--- config.mk ---
export PLATFORM = sky130hd
export DESIGN_NAME = dominant_viewport_pass_tally
export DESIGN_NICKNAME = d
export VERILOG_FILES = /design/src/rtl/dvpt_pkg.sv /design/src/rtl/dominant_viewport_pass_tally.sv
export SDC_FILE = /design/constraint.sdc
export NUM_CORES = 2
export LEC_CHECK = 0
export BUFFER_PORTS_ARGS = -buffer_cell sky130_fd_sc_hd__buf_2
export CORE_MARGIN = 4
export CORE_UTILIZATION = 40
export CTS_BUF_LIST = sky130_fd_sc_hd__clkbuf_4
export CTS_CLUSTER_SIZE = 25
export DETAILED_ROUTE_END_ITERATION = 10
export GPL_ROUTABILITY_DRIVEN = 0
export PLACE_DENSITY = 0.64
export SYNTH_ARGS = -nofsm -noshare
export SYNTH_HDL_FRONTEND = slang
export SYNTH_SLANG_ARGS = --single-unit
--- constraint.sdc ---
create_clock -name aclk -period 12.2 [get_ports aclk]
set_input_delay 0 -clock aclk [delete_from_list [all_inputs] [get_ports aclk]]
set_output_delay 0 -clock aclk [all_outputs]
set_load 0.01 [all_outputs]
--- src/rtl/dvpt_pkg.sv ---
package dvpt_pkg;

    // One viewport rectangle, all fields unsigned Q14.2 pixels.
    typedef struct packed {
        logic [15:0] l;
        logic [15:0] t;
        logic [15:0] w;
        logic [15:0] h;
    } rect_t;

    // Saturation value of the pass counters.
    localparam logic [15:0] COUNT_MAX = 16'hFFFF;

    // Tolerance after reset, in quarter pixels.
    localparam logic [15:0] TOLERANCE_RESET = 16'd32;

    // One result item as it sits in the output register.
    typedef struct packed {
        logic  copy_now;
        rect_t copy_rect;
        logic  world_valid;
        rect_t world_rect;
    } result_t;

endpackage

--- src/rtl/dominant_viewport_pass_tally.sv ---
// Dominant viewport pass tally. Each item is one render pass (frame tag and viewport
// rectangle); each accepted item gives exactly one result item. Passes whose rectangle lies
// within match_tolerance of a stored group are counted into that group; match_tolerance is to be
// written on the cfg port only while the block is idle, and the block itself does not enforce
// this. When the frame tag changes, the most-used group of the frame that ended becomes the
// copy target, and the result flags the pass on which to copy it.
// Timing: the block works on one item at a time and walks the group table one slot per
// cycle through a single shared rectangle comparator. After acceptance, an item is compared
// with each used slot in turn, then the finishing step inserts it, checks for the copy pass
// and registers the result; the next item is taken once the block is back in idle. An item
// that starts a new frame first walks the old table and settles the copy target, then meets
// an empty table. The last step waits while an earlier result is still held in the output
// register; otherwise the next item is taken while a finished result waits there.
module dominant_viewport_pass_tally #(
    parameter int GROUP_SLOTS = 4
) (
    input  logic        aclk,
    input  logic        aresetn,
    // Configuration write channel (match tolerance).
    input  logic        cfg_valid,
    output logic        cfg_ready,
    input  logic [15:0] cfg_data,
    // Input item channel.
    input  logic        s_valid,
    output logic        s_ready,
    input  logic [15:0] s_frame_tag,
    input  logic [15:0] s_view_left,
    input  logic [15:0] s_view_top,
    input  logic [15:0] s_view_width,
    input  logic [15:0] s_view_height,
    // Result item channel.
    output logic        m_valid,
    input  logic        m_ready,
    output logic        m_copy_now,
    output logic [15:0] m_copy_left,
    output logic [15:0] m_copy_top,
    output logic [15:0] m_copy_width,
    output logic [15:0] m_copy_height,
    output logic        m_world_valid,
    output logic [15:0] m_world_left,
    output logic [15:0] m_world_top,
    output logic [15:0] m_world_width,
    output logic [15:0] m_world_height
);

    localparam int CNT_W = $clog2(GROUP_SLOTS + 1);
    localparam int IDX_W = (GROUP_SLOTS > 1) ? $clog2(GROUP_SLOTS) : 1;
    localparam logic [CNT_W-1:0] SLOTS_C = CNT_W'(GROUP_SLOTS);

    typedef enum logic [2:0] {
        ST_IDLE,
        ST_ROLL_SCAN,
        ST_ROLL_FIN,
        ST_SCAN,
        ST_FINISH
    } state_t;

    state_t                state_reg;
    logic [15:0]           tolerance_reg;
    logic [15:0]           frame_tag_reg;
    logic [15:0]           item_tag_reg;
    dvpt_pkg::rect_t       item_rect_reg;
    logic [CNT_W-1:0]      used_reg;
    logic [CNT_W-1:0]      scan_reg;
    logic                  found_reg;
    logic                  best_valid_reg;
    dvpt_pkg::rect_t       best_rect_reg;
    logic [15:0]           best_cnt_reg;
    logic                  prior_valid_reg;
    dvpt_pkg::rect_t       prior_rect_reg;
    logic [15:0]           prior_passes_reg;
    dvpt_pkg::rect_t       target_rect_reg;
    logic [15:0]           target_pass_reg;
    logic [15:0]           seen_reg;
    logic                  m_valid_reg;
    dvpt_pkg::result_t     result_reg;

    // Group table: one read port at the scan slot, one write port.
    dvpt_pkg::rect_t       group_rect_mem [GROUP_SLOTS];
    logic [15:0]           group_cnt_mem  [GROUP_SLOTS];

    logic [IDX_W-1:0]      scan_idx;
    logic [IDX_W-1:0]      used_idx;
    dvpt_pkg::rect_t       slot_rect;
    logic [15:0]           slot_cnt;

    assign scan_idx  = scan_reg[IDX_W-1:0];
    assign used_idx  = used_reg[IDX_W-1:0];
    assign slot_rect = group_rect_mem[scan_idx];
    assign slot_cnt  = group_cnt_mem[scan_idx];

    // Shared rectangle comparator; its operands depend on the sequencer step.
    dvpt_pkg::rect_t cmp_a;
    dvpt_pkg::rect_t cmp_b;
    logic            cmp_same;

    function automatic logic near16(input logic [15:0] a, input logic [15:0] b,
                                    input logic [15:0] tol);
        logic [15:0] d;
        d = (a > b) ? (a - b) : (b - a);
        return d <= tol;
    endfunction

    always_comb begin
        unique case (state_reg)
            ST_ROLL_FIN: begin
                cmp_a = best_rect_reg;
                cmp_b = prior_rect_reg;
            end
            ST_FINISH: begin
                cmp_a = target_rect_reg;
                cmp_b = item_rect_reg;
            end
            default: begin
                cmp_a = slot_rect;
                cmp_b = item_rect_reg;
            end
        endcase
        cmp_same = near16(cmp_a.l, cmp_b.l, tolerance_reg)
                && near16(cmp_a.t, cmp_b.t, tolerance_reg)
                && near16(cmp_a.w, cmp_b.w, tolerance_reg)
                && near16(cmp_a.h, cmp_b.h, tolerance_reg);
    end

    // Scan step: the first matching slot is counted and widened; best tracks updated values.
    logic            scan_done;
    logic            first_hit;
    logic [15:0]     eff_cnt;
    dvpt_pkg::rect_t eff_rect;

    always_comb begin
        scan_done = (scan_reg == used_reg);
        first_hit = cmp_same && !found_reg;
        eff_rect  = slot_rect;
        eff_cnt   = slot_cnt;
        if (first_hit) begin
            if (slot_cnt != dvpt_pkg::COUNT_MAX) begin
                eff_cnt = slot_cnt + 16'd1;
            end
            if (item_rect_reg.w > slot_rect.w) begin
                eff_rect.w = item_rect_reg.w;
            end
            if (item_rect_reg.h > slot_rect.h) begin
                eff_rect.h = item_rect_reg.h;
            end
        end
    end

    // Finishing step: insertion of an unmatched rectangle, copy check and the result.
    logic              insert;
    logic              copy_hit;
    logic [15:0]       seen_inc;
    logic              world_valid;
    dvpt_pkg::rect_t   world_rect;
    dvpt_pkg::result_t result_next;
    logic              out_free;

    always_comb begin
        insert      = !found_reg && (used_reg < SLOTS_C);
        copy_hit    = (target_pass_reg != 16'd0) && cmp_same
                   && (seen_reg != dvpt_pkg::COUNT_MAX);
        seen_inc    = seen_reg + 16'd1;
        world_valid = best_valid_reg || insert;
        world_rect  = best_valid_reg ? best_rect_reg : item_rect_reg;
        result_next.copy_now    = copy_hit && (seen_inc == target_pass_reg);
        result_next.copy_rect   = result_next.copy_now ? target_rect_reg : '0;
        result_next.world_valid = world_valid;
        result_next.world_rect  = world_valid ? world_rect : '0;
        out_free    = !m_valid_reg || m_ready;
    end

    // Roll step: the copy count is the smaller of the two frames' counts when groups match.
    logic [15:0] roll_target;

    always_comb begin
        roll_target = best_cnt_reg;
        if (prior_valid_reg && cmp_same && (prior_passes_reg < best_cnt_reg)) begin
            roll_target = prior_passes_reg;
        end
    end

    // Group table writes.
    always_ff @(posedge aclk) begin
        if (state_reg == ST_SCAN && !scan_done && first_hit) begin
            group_rect_mem[scan_idx] <= eff_rect;
            group_cnt_mem[scan_idx]  <= eff_cnt;
        end else if (state_reg == ST_FINISH && out_free && insert) begin
            group_rect_mem[used_idx] <= item_rect_reg;
            group_cnt_mem[used_idx]  <= 16'd1;
        end
    end

    // Sequencer and registered outputs.
    always_ff @(posedge aclk) begin
        if (!aresetn) begin
            state_reg        <= ST_IDLE;
            tolerance_reg    <= dvpt_pkg::TOLERANCE_RESET;
            frame_tag_reg    <= '0;
            used_reg         <= '0;
            scan_reg         <= '0;
            found_reg        <= 1'b0;
            best_valid_reg   <= 1'b0;
            prior_valid_reg  <= 1'b0;
            prior_rect_reg   <= '0;
            prior_passes_reg <= '0;
            target_rect_reg  <= '0;
            target_pass_reg  <= '0;
            seen_reg         <= '0;
            m_valid_reg      <= 1'b0;
        end else begin
            if (cfg_valid) begin
                tolerance_reg <= cfg_data;
            end
            // The finishing step reloads the output register itself.
            if (m_valid_reg && m_ready && state_reg != ST_FINISH) begin
                m_valid_reg <= 1'b0;
            end

            unique case (state_reg)
                ST_IDLE: begin
                    if (s_valid) begin
                        item_tag_reg   <= s_frame_tag;
                        item_rect_reg  <= '{l: s_view_left, t: s_view_top,
                                           w: s_view_width, h: s_view_height};
                        scan_reg       <= '0;
                        found_reg      <= 1'b0;
                        best_valid_reg <= 1'b0;
                        state_reg      <= (s_frame_tag != frame_tag_reg) ? ST_ROLL_SCAN
                                                                         : ST_SCAN;
                    end
                end

                // Find the first most-used group of the frame that ends.
                ST_ROLL_SCAN: begin
                    if (scan_done) begin
                        state_reg <= ST_ROLL_FIN;
                    end else begin
                        if (!best_valid_reg || slot_cnt > best_cnt_reg) begin
                            best_valid_reg <= 1'b1;
                            best_rect_reg  <= slot_rect;
                            best_cnt_reg   <= slot_cnt;
                        end
                        scan_reg <= scan_reg + CNT_W'(1);
                    end
                end

                // Settle the copy target and open the new frame.
                ST_ROLL_FIN: begin
                    if (best_valid_reg) begin
                        target_pass_reg  <= roll_target;
                        target_rect_reg  <= best_rect_reg;
                        prior_valid_reg  <= 1'b1;
                        prior_rect_reg   <= best_rect_reg;
                        prior_passes_reg <= best_cnt_reg;
                    end else begin
                        target_pass_reg  <= '0;
                        target_rect_reg  <= '0;
                        prior_valid_reg  <= 1'b0;
                        prior_rect_reg   <= '0;
                        prior_passes_reg <= '0;
                    end
                    frame_tag_reg  <= item_tag_reg;
                    used_reg       <= '0;
                    seen_reg       <= '0;
                    scan_reg       <= '0;
                    best_valid_reg <= 1'b0;
                    state_reg      <= ST_SCAN;
                end

                // Match the item against each group and track the most-used one.
                ST_SCAN: begin
                    if (scan_done) begin
                        state_reg <= ST_FINISH;
                    end else begin
                        if (first_hit) begin
                            found_reg <= 1'b1;
                        end
                        if (!best_valid_reg || eff_cnt > best_cnt_reg) begin
                            best_valid_reg <= 1'b1;
                            best_rect_reg  <= eff_rect;
                            best_cnt_reg   <= eff_cnt;
                        end
                        scan_reg <= scan_reg + CNT_W'(1);
                    end
                end

                // Insert, check for the copy pass and hand the result over.
                ST_FINISH: begin
                    if (out_free) begin
                        if (insert) begin
                            used_reg <= used_reg + CNT_W'(1);
                        end
                        if (copy_hit) begin
                            seen_reg <= seen_inc;
                        end
                        result_reg  <= result_next;
                        m_valid_reg <= 1'b1;
                        state_reg   <= ST_IDLE;
                    end
                end

                default: begin
                    state_reg <= ST_IDLE;
                end
            endcase
        end
    end

    assign cfg_ready      = 1'b1;
    assign s_ready        = (state_reg == ST_IDLE);
    assign m_valid        = m_valid_reg;
    assign m_copy_now     = result_reg.copy_now;
    assign m_copy_left    = result_reg.copy_rect.l;
    assign m_copy_top     = result_reg.copy_rect.t;
    assign m_copy_width   = result_reg.copy_rect.w;
    assign m_copy_height  = result_reg.copy_rect.h;
    assign m_world_valid  = result_reg.world_valid;
    assign m_world_left   = result_reg.world_rect.l;
    assign m_world_top    = result_reg.world_rect.t;
    assign m_world_width  = result_reg.world_rect.w;
    assign m_world_height = result_reg.world_rect.h;

endmodule

==> flow_summary.yaml <==
sta:
  fin_crit_ns: 10.18
  timing.slew.headroom_pct: 18.67
  finalCritPeriodShare_pct: 83.41
  slew_violations: 0
  rsz0062_at_grt: "false"
  tns_ns: 0
  worst-slew-pin-transition_ns: 1.211
  clock.fmax_mhz: 98.27
  skew_ns: 0.09601
  setup_viol_count_final: 0
  finalHoldViolCount: 0
logic_synthesis:
  netlist_instances: 3410
  avgSynthCellArea_um2: 11.85
  syn_nets: 3790
  synth_warnings: 0
  synth_top_area_share_pct: 45.32
  ys_seq_area_share_pct: 53.19
  synth-seq-cells: 769
  synth_enable_flop_cells: 610
  netlist-cell-type-count: 72
  syn-cell-area_um2: 40420
  synth.area.top_cells: "edfxtp_1 (45%), ha_1 (8.4%), dfxtp_1 (7.9%)"
  synth-main-ff-cell: "edfxtp_1"
  yosysTopAreaCell: "edfxtp_1"
  ys_async_sr_fraction_pct: 0
global_routing:
  track_usage_pct: 21.28
  grt_use_met3_pct: 4.016
  busiest_layer: "met2"
  overflow: 0
  met1_usage_pct: 29.29
  antenna_found_initial: 3
  grt_pass1_wl_mm: 175.6
  grt_pass1_vias: 30000
  grt_max_degree: 79
  gr-usage-met2_pct: 34.29
worst_hold_path:
  hp-class: "input pin to flop"
  hold_path_depth: 3
clocking:
  cts_resized: 0
  cts_buffers: 202
  cts_hold_buffers: 250
  clkSinkCount: 769
  root_buffer: "clkbuf_4"
  clk_latency_ns: 1.12
  clockBufferDepth: 3
  post_cts_buffers: 0
  cts_htree_levels: 4
  cts_tree: "built"
  clk_pin_slew_ns: 0.07
power:
  p_leak_nw: 19.65
  power.density_nw_per_um2: 176.4
  vdd_ir_drop_max_mv: 0.08540
layout:
  final_nets: 4341
  area_delta_synth_final_pct: 19.48
  drive_gt1_share_pct: 19.57
  finish.utilization_pct: 48.22
  regMostFlops: "group_rect_mem"
  fillers: 8896
  largest_reg_flops: 256
routing:
  postRouteAntennaNets: 0
  post_drt_via_cell_ratio: 5.477
  wl_per_cell_um: 21.16
  routed_wl_mm: 115.0
  vias: 29760
  drt_iter0_drc: 2362
  dr.pass1.iters: 6
  drc: 0
setup_path:
  cp_data_required_time_ns: 12.93
  r2r_cells: 34
  crit_slowest_cell: "nand2_4"
  slowest_delay_ns: 0.77
  crit_arrival_ns: 10.91
  endpoint_kind: "flop"
  critPathLaunchType: "flop"
  critPathMaxFanout: 67
  crit_type: "flop to flop"
placement:
  place_hpwl_mm: 75.65
  portBuffers: 232
die:
  initial_core_util_pct: 40.36
  pin_count: 234
  dieWidth_um: 325.9
  die_height_um: 325.9
  core_area_um2: 100100
  fp-row-count: 116
  dieArea_um2: 106200
flow_run:
  cap_violations: 0
status:
  status: "finished clean"
per-layer routing:
metal  vias to the layer above  routed length (um)  share of wire [%]
met2                       984               53300                 46
met4                         0                2597                2.3
li1                      13930                   -                  -
met5                         -                   0                  0
met3                       177                7372                6.4
met1                     14670               51720                 45
area by class of cell:
class | instances | area, um^2 | area share (%)
diodes | 2 | 5.005 | 0.01036
inverters | 225 | 849.6 | 1.759
flip-flops and latches | 769 | 21510 | 44.54
clock buffers | 314 | 2357 | 4.881
well taps | 1298 | 1624 | 3.363
multi-input cells | 2238 | 17490 | 36.22
clock inverters | 62 | 430.4 | 0.8913
repair buffers | 525 | 4024 | 8.332
cells in the final DEF (no fill, tap or decap), types with 54 or more instances in the layout:
master,netlist,layout
a21o_1,92,92
a21oi_1,162,161
a221oi_1,54,54
a22o_1,132,132
and2_1,87,86
buf_2,26,232
clkbuf_4,0,314
dfxtp_1,159,156
dlygate4sd3_1,0,250
edfxtp_1,610,610
ha_1,271,271
inv_1,225,224
mux2_2,78,78
mux2i_1,84,84
mux4_2,80,80
nand2_1,395,394
nor2_1,87,85
nor3_1,57,55
o21ai_0,124,124
xnor2_1,79,79
logic make-up after synthesis:
kind of cell               after synthesis  share of synthesized area [%]
AOI/OAI and AO/OA                      708                          12.21
xor gates and xnor gates               126                          2.730
adders and majority gates              279                          8.785
buffers and inverters                  403                          3.916
DFF                                    769                          53.19
muxes                                  242                          8.711
other                                    1                       0.009278
and+or+nand+nor                        882                          10.44
report_power, final:
group / internal, W / leakage (nW) / switching, W
sequential: 0.00298 / 6.95 / 0.0000896
combinational: 0.00130 / 11.0 / 0.00176
clock: 0.00127 / 1.65 / 0.00112
synthesized netlist by cell type, types with 5 or more instances:
cell / count
a22o_1: 132
mux4_2: 80
o21bai_1: 5
a22oi_1: 6
nand3b_1: 6
buf_4: 8
buf_1: 22
nand4_1: 46
a31oi_1: 16
a21o_1: 92
a21oi_1: 162
buf_2: 26
nor4_1: 18
o211ai_1: 17
fa_1: 8
or2_2: 6
o31ai_1: 7
mux2i_1: 84
a221oi_1: 54
nor3_1: 57
nor3b_1: 7
nor2b_1: 35
inv_1: 225
nand2_1: 395
ha_1: 271
clkbuf_1: 121
xor2_1: 47
dfxtp_1: 159
o21ai_0: 124
a221o_1: 19
nand3_1: 46
o21a_1: 13
nor2_1: 87
mux2_2: 78
and3_1: 52
edfxtp_1: 610
a2111oi_0: 5
or3_1: 7
nand2b_1: 21
xnor2_1: 79
a211oi_1: 14
and2_1: 87
worst paths after layout:
kind / end / slack (ns) / startpoint
worst min register to register: prior_valid_reg$_SDFFE_PN0N_ / 0.45 / prior_valid_reg$_SDFFE_PN0N_
worst max-delay path: best_rect_reg[40]$_DFFE_PP_ / 2.02 / state_reg[0]$_SDFFE_PN0P_
worst max register to register: best_rect_reg[40]$_DFFE_PP_ / 2.02 / state_reg[0]$_SDFFE_PN0P_
worst min-delay path: item_rect_reg[52]$_DFFE_PP_ / 0.14 / s_view_left[4]
metrics by stage:
stage               std cells  cell area, um^2  hold WS [ns]  total power [W]  worst slack [ns]
finish                   5433            48290        0.1364         0.008517             2.024
global route             5432            48290       0.06649         0.009080             1.320
CTS                      5431            48290      0.001541         0.008561             2.182
detailed placement       4805            43000        0.1784         0.006077             2.282
global placement         4805            43000        0.1770         0.006030             2.382
floorplan                3410            40420       0.09887         0.005333            -1.071
worst max-delay path: cells and delay by family, from the launching register on:
family / cells / cell delay [ns]
AND/OR/NAND/NOR: 12 / 3.57
XOR/XNOR: 1 / 0.08
buffers and inverters: 4 / 1.21
AO/OA/AOI/OAI: 12 / 2.53
adder cells (fa/ha/maj): 3 / 1.08
flip-flops: 1 / 0.49
multiplexers: 2 / 0.74
Note: power is estimated with default switching activity, not from simulation.
